==> config.mk <==
export PLATFORM = sky130hd
export DESIGN_NAME = stamf_div
export DESIGN_NICKNAME = d
export VERILOG_FILES = /design/src/design/stamf_pkg.sv /design/src/design/stamf_div.sv
export SDC_FILE = /design/constraint.sdc
export NUM_CORES = 1
export LEC_CHECK = 0
export BUFFER_PORTS_ARGS = -buffer_cell sky130_fd_sc_hd__buf_4
export CAP_MARGIN = 0
export CELL_PAD_IN_SITES_DETAIL_PLACEMENT = 0
export CELL_PAD_IN_SITES_GLOBAL_PLACEMENT = 2
export CORE_ASPECT_RATIO = 0.6
export CORE_UTILIZATION = 30
export DETAILED_ROUTE_END_ITERATION = 12
export GPL_TIMING_DRIVEN = 0
export PLACE_DENSITY_LB_ADDON = 0.1
export REMOVE_ABC_BUFFERS = 1
export SYNTH_ARGS = -nofsm -noshare
export SYNTH_HDL_FRONTEND = slang
export SYNTH_SLANG_ARGS = --single-unit
==> constraint.sdc <==
create_clock -name clock -period 3.32 [get_ports clock]
set_input_delay 0.332 -clock clock [delete_from_list [all_inputs] [get_ports clock]]
set_output_delay 0.332 -clock clock [all_outputs]
set_load 0.03 [all_outputs]
==> src/design/stamf_pkg.sv <==
// Package: types and constants of the step-aware trimmed mean filter.
package stamf_pkg;

   localparam int WINDOW_MAX_DEF = 256;
   localparam int SAMPLE_W       = 24;
   localparam int THR_W          = 23;
   localparam int STEP_CNT_W     = 9;
   localparam int TRIM_W         = 7;
   localparam int CSR_IDX_W      = 2;

   typedef enum logic [CSR_IDX_W-1:0] {
      CSR_STEP_THRESHOLD = 2'd0,
      CSR_STEP_COUNT     = 2'd1,
      CSR_TRIM_COUNT     = 2'd2
   } csr_index_type;

   typedef struct packed {
      logic signed [SAMPLE_W-1:0] sample;
      logic signed [SAMPLE_W-1:0] reference;
      logic                       last;
   } req_type;

   typedef struct packed {
      logic signed [SAMPLE_W-1:0] result;
      logic                       step_detected;
      logic                       error;
   } rsp_type;

   typedef enum logic [2:0] {
      ST_IDLE,
      ST_INS_RD,
      ST_INS_CMP,
      ST_CLOSE,
      ST_SUM,
      ST_DIV
   } stamf_state_type;

endpackage

==> src/design/stamf_div.sv <==
// Iterative signed-by-unsigned divider, one quotient bit per cycle, truncating toward zero.
module stamf_div import stamf_pkg::*; #(
   parameter int DVD_W = 33,
   parameter int DVS_W = 9
) (
   input  logic                    clock,
   input  logic                    reset,
   input  logic                    start,
   input  logic signed [DVD_W-1:0] dividend,
   input  logic        [DVS_W-1:0] divisor,
   output logic                    done,
   output logic signed [DVD_W-1:0] quotient
);

   localparam int CW = $clog2(DVD_W + 1);

   logic             busy_ff, busy_in;
   logic             done_ff, done_in;
   logic [CW-1:0]    cnt_ff, cnt_in;
   logic             neg_ff, neg_in;
   logic [DVD_W-1:0] q_ff, q_in;
   logic [DVS_W:0]   rem_ff, rem_in;
   logic [DVS_W-1:0] dvs_ff, dvs_in;
   logic [DVS_W:0]   rem_sh;
   logic             ge;

   always_comb begin
      busy_in = busy_ff;
      done_in = 1'b0;
      cnt_in  = cnt_ff;
      neg_in  = neg_ff;
      q_in    = q_ff;
      rem_in  = rem_ff;
      dvs_in  = dvs_ff;
      rem_sh  = {rem_ff[DVS_W-1:0], q_ff[DVD_W-1]};
      ge      = rem_sh >= {1'b0, dvs_ff};
      if (start) begin
         busy_in = 1'b1;
         cnt_in  = CW'(DVD_W);
         neg_in  = dividend[DVD_W-1];
         q_in    = dividend[DVD_W-1] ? DVD_W'(-dividend) : DVD_W'(dividend);
         rem_in  = '0;
         dvs_in  = divisor;
      end else if (busy_ff) begin
         rem_in = ge ? (rem_sh - {1'b0, dvs_ff}) : rem_sh;
         q_in   = {q_ff[DVD_W-2:0], ge};
         cnt_in = cnt_ff - 1'b1;
         if (cnt_ff == CW'(1)) begin
            busy_in = 1'b0;
            done_in = 1'b1;
         end
      end
   end

   always_ff @(posedge clock) begin
      if (reset) begin
         busy_ff <= 1'b0;
         done_ff <= 1'b0;
      end else begin
         busy_ff <= busy_in;
         done_ff <= done_in;
      end
      cnt_ff <= cnt_in;
      neg_ff <= neg_in;
      q_ff   <= q_in;
      rem_ff <= rem_in;
      dvs_ff <= dvs_in;
   end

   assign done     = done_ff;
   assign quotient = neg_ff ? -$signed(q_ff) : $signed(q_ff);

endmodule

==> flow_metrics.tcl <==
set metrics [dict create \
    insertion_delay_ns 0.33 \
    path_max_fanout 5 \
    cts_hold_buf 0 \
    ir_drop_uv 169 \
    area_growth_syn_to_layout_pct 28.7 \
    clockBufferDepth 2 \
    first_pass_iters 4 \
    cts_tree "built" \
    grt_max_degree 86 \
    ys_seq_elements 60 \
    cpPeakStageDelay_ns 0.52 \
    ios 79 \
    syn_avg_cell_area_um2 9.46 \
    clk_pin_slew_ns 0.06 \
    stdcell_count 677 \
    fmax_mhz 302 \
    max_slew_margin 0.191 \
    worstPathCellList "inv_1 > ha_2 > nor2b_2 > nand4_1 > buf_4 > or4_4 > or2_4 > o41ai_4 > xnor2_1 > buf_4" \
    grt_first_pass_wirelength_um 17200 \
    hold_viol_final 0 \
    ff2ff_setup_slack_ns 0.22 \
    first_iter_violations 295 \
    num_vias 3332 \
    synth_cells 425 \
    rsz0062_at_grt "yes" \
    netlist.area_leader.share 0.321 \
    crit_arrival_ns 2.97 \
    final_nets 561 \
    drt_wl_total_um 11000 \
    regToRegStartpoint "q_ff[32]" \
    synth_edf_count 43 \
    worstHoldStart "reset" \
    multi_input_area_um2 2330 \
    track_usage 0.167 \
    fill_cells 1336 \
    start_util 0.310 \
    die_area_um2 13900 \
    ys_top_cells_by_count "edfxtp_1 (43), nor2_1 (43), xor2_1 (38)" \
    port_buffers 78 \
    utilization 0.399 \
    setup_viol 0 \
    clock-sinks 60 \
    fin_setup_tns_ns 0 \
    power_leakage_nw 2.09 \
    wire_per_inst_um 16.3 \
    die_y_um 91.7 \
    yosysWarnings 0 \
    maxSlewViolCount 0 \
    seqCellArea_um2 1630 \
    pwr_density_cell_nw_per_um2 505 \
    cp-endpoint "quotient[32]" \
    drive_gt1_frac 0.239 \
    seq_area_frac_synth 0.406 \
    period_share 0.996 \
    antenna_found_initial 0 \
    core_area_um2 13000 \
    ant_nets 0 \
    post-dp-hpwl_um 7850 \
    power_w 0.00261 \
    synthArstFlopShare 0 \
    place.gp.congestion 0.762 \
    final_area_um2 5170 \
    synth_area_um2 4020 \
    crit_required_ns 2.99 \
    finalCriticalPeriod_ns 3.31 \
    grt_pass1_vias 3079 \
    fin_skew_ns 0.00830 \
    cts_root_buffer "clkbuf_16" \
    remaining_drc_errors 0 \
    hold_path_class "in -> reg" \
    htree_levels 3 \
    critical_path_class "reg -> out" \
    path_common_cell "buf_4" \
    placedCellCount 655 \
    antennaDiodeCount 0 \
    end_kind "output port" \
    overflow 0 \
    critPathLaunchType "flip-flop" \
    via_per_inst 4.92 \
    ff2ff_path_depth 10 \
    synth.area.top_cells "edfxtp_1 (32%), dfxtp_1 (8.5%), xor2_1 (8.3%)" \
    status "completed" \
    worst_pin_slew_ns 1.21 \
    synth_top_area_cell "edfxtp_1" \
    crit_path_top_delay_cell "or4_4" \
    ys_types 47 \
    cp-startpoint "q_ff[1]" \
    placed_area_um2 4740 \
    rr_endpoint "rem_ff[0]" \
    synth_flop_cell "edfxtp_1" \
    row_count 32 \
    cap_viol_max_count 0 \
    die_w_um 151 \
    numCtsBuffers 9 \
]
-- registers in the layout (all words and copies together) (netlist names) --
register / cells
done: 1
rem_ff: 9
neg_ff: 1
cnt_ff: 6
busy_ff: 1
dvs_ff: 9
q_ff: 33
-- through the flow --
step	worst slack, ns	hold WS, ns
6_report	0.0137	0.169
5_1_grt	-0.121	0.159
4_1_cts	0.00599	0.150
3_5_place_dp	-0.354	0.461
3_3_place_gp	-0.300	0.458
2_1_floorplan	0.223	0.404
-- cell usage in the layout (no fill, tap or decap), types with 3 or more instances in the layout --
master and count:
buf_4 84, nor2_1 43, edfxtp_1 43, xor2_1 38
xnor2_1 34, a21oi_1 30, o21ai_0 26, nand2_1 26
inv_1 19, dfxtp_1 17, o31ai_1 14, ha_1 12
clkbuf_16 10, o41ai_1 9, or4_1 8, nor3_1 8
mux2i_1 7, a21o_1 7, or3_1 6, nand2b_1 6
nor4_1 4, nand4_1 4, mux2_2 4, a31oi_1 4
a211oi_1 4, nand3_1 3, or4_4 3, inv_4 3
-- area by class of cell --
cell class | count | area share
well taps | 170 | 0.0411
flip-flops and latches | 60 | 0.315
clock buffers | 10 | 0.0484
multi-input cells | 327 | 0.450
clock inverters | 6 | 0.00847
repair buffers | 84 | 0.122
inverters | 20 | 0.0145
-- worst min-delay path by stage --
stage | endpoint | slack, ns | cells past startpoint
2_1_floorplan | cnt_ff[2] | 0.40 | 1
3_3_place_gp | rem_ff[8] | 0.46 | 2
3_5_place_dp | rem_ff[8] | 0.46 | 2
4_1_cts | busy_ff | 0.15 | 2
5_1_grt | busy_ff | 0.16 | 2
6_report | busy_ff | 0.17 | 2
-- critical path: cells and delay by family, from the launching register on --
| family | cells | cell delay [ns] |
|---|---|---|
| and+or+nand+nor | 4 | 1.08 |
| adders and majority gates | 1 | 0.19 |
| xor gates and xnor gates | 1 | 0.15 |
| DFF | 1 | 0.44 |
| buffers and inverters | 3 | 0.48 |
| AOI/OAI and AO/OA | 1 | 0.30 |
-- per-layer routing --
metal / part of all wire / track usage / up-vias
met4: 0.0034 / 0.0450 / 0
li1: - / - / 1721
met2: 0.39 / 0.221 / 69
met3: 0.052 / 0.0438 / 2
met5: 0 / 0 / -
met1: 0.55 / 0.259 / 1540
-- report_power, final --
group	total [W]	switching, W	leakage [nW]	internal [W]
registers	0.000985	0.0000942	0.562	0.000891
clock network	0.000923	0.000369	0.145	0.000554
logic	0.000706	0.000409	1.38	0.000297
total	0.00261	0.000872	2.09	0.00174
-- what timing repair did --
| action | 4_1_cts | 5_1_grt |
|---|---|---|
| pin swaps | 3 | 2 |
| setup buffers | 6 | 0 |
| gates resized for setup | 10 | 4 |
| hold endpoints to repair | 0 | 0 |
| endpoints found under the setup margin | 19 | 8 |
-- kinds of logic after synthesis --
group | Yosys count | synth area share
flip-flops | 60 | 0.406
AO/OA/AOI/OAI | 106 | 0.171
buffers and inverters | 38 | 0.0370
adder cells (fa/ha/maj) | 14 | 0.0454
multiplexers | 11 | 0.0286
AND/OR/NAND/NOR | 124 | 0.155
XOR/XNOR | 72 | 0.157
Note: power is estimated with default switching activity, not from simulation.
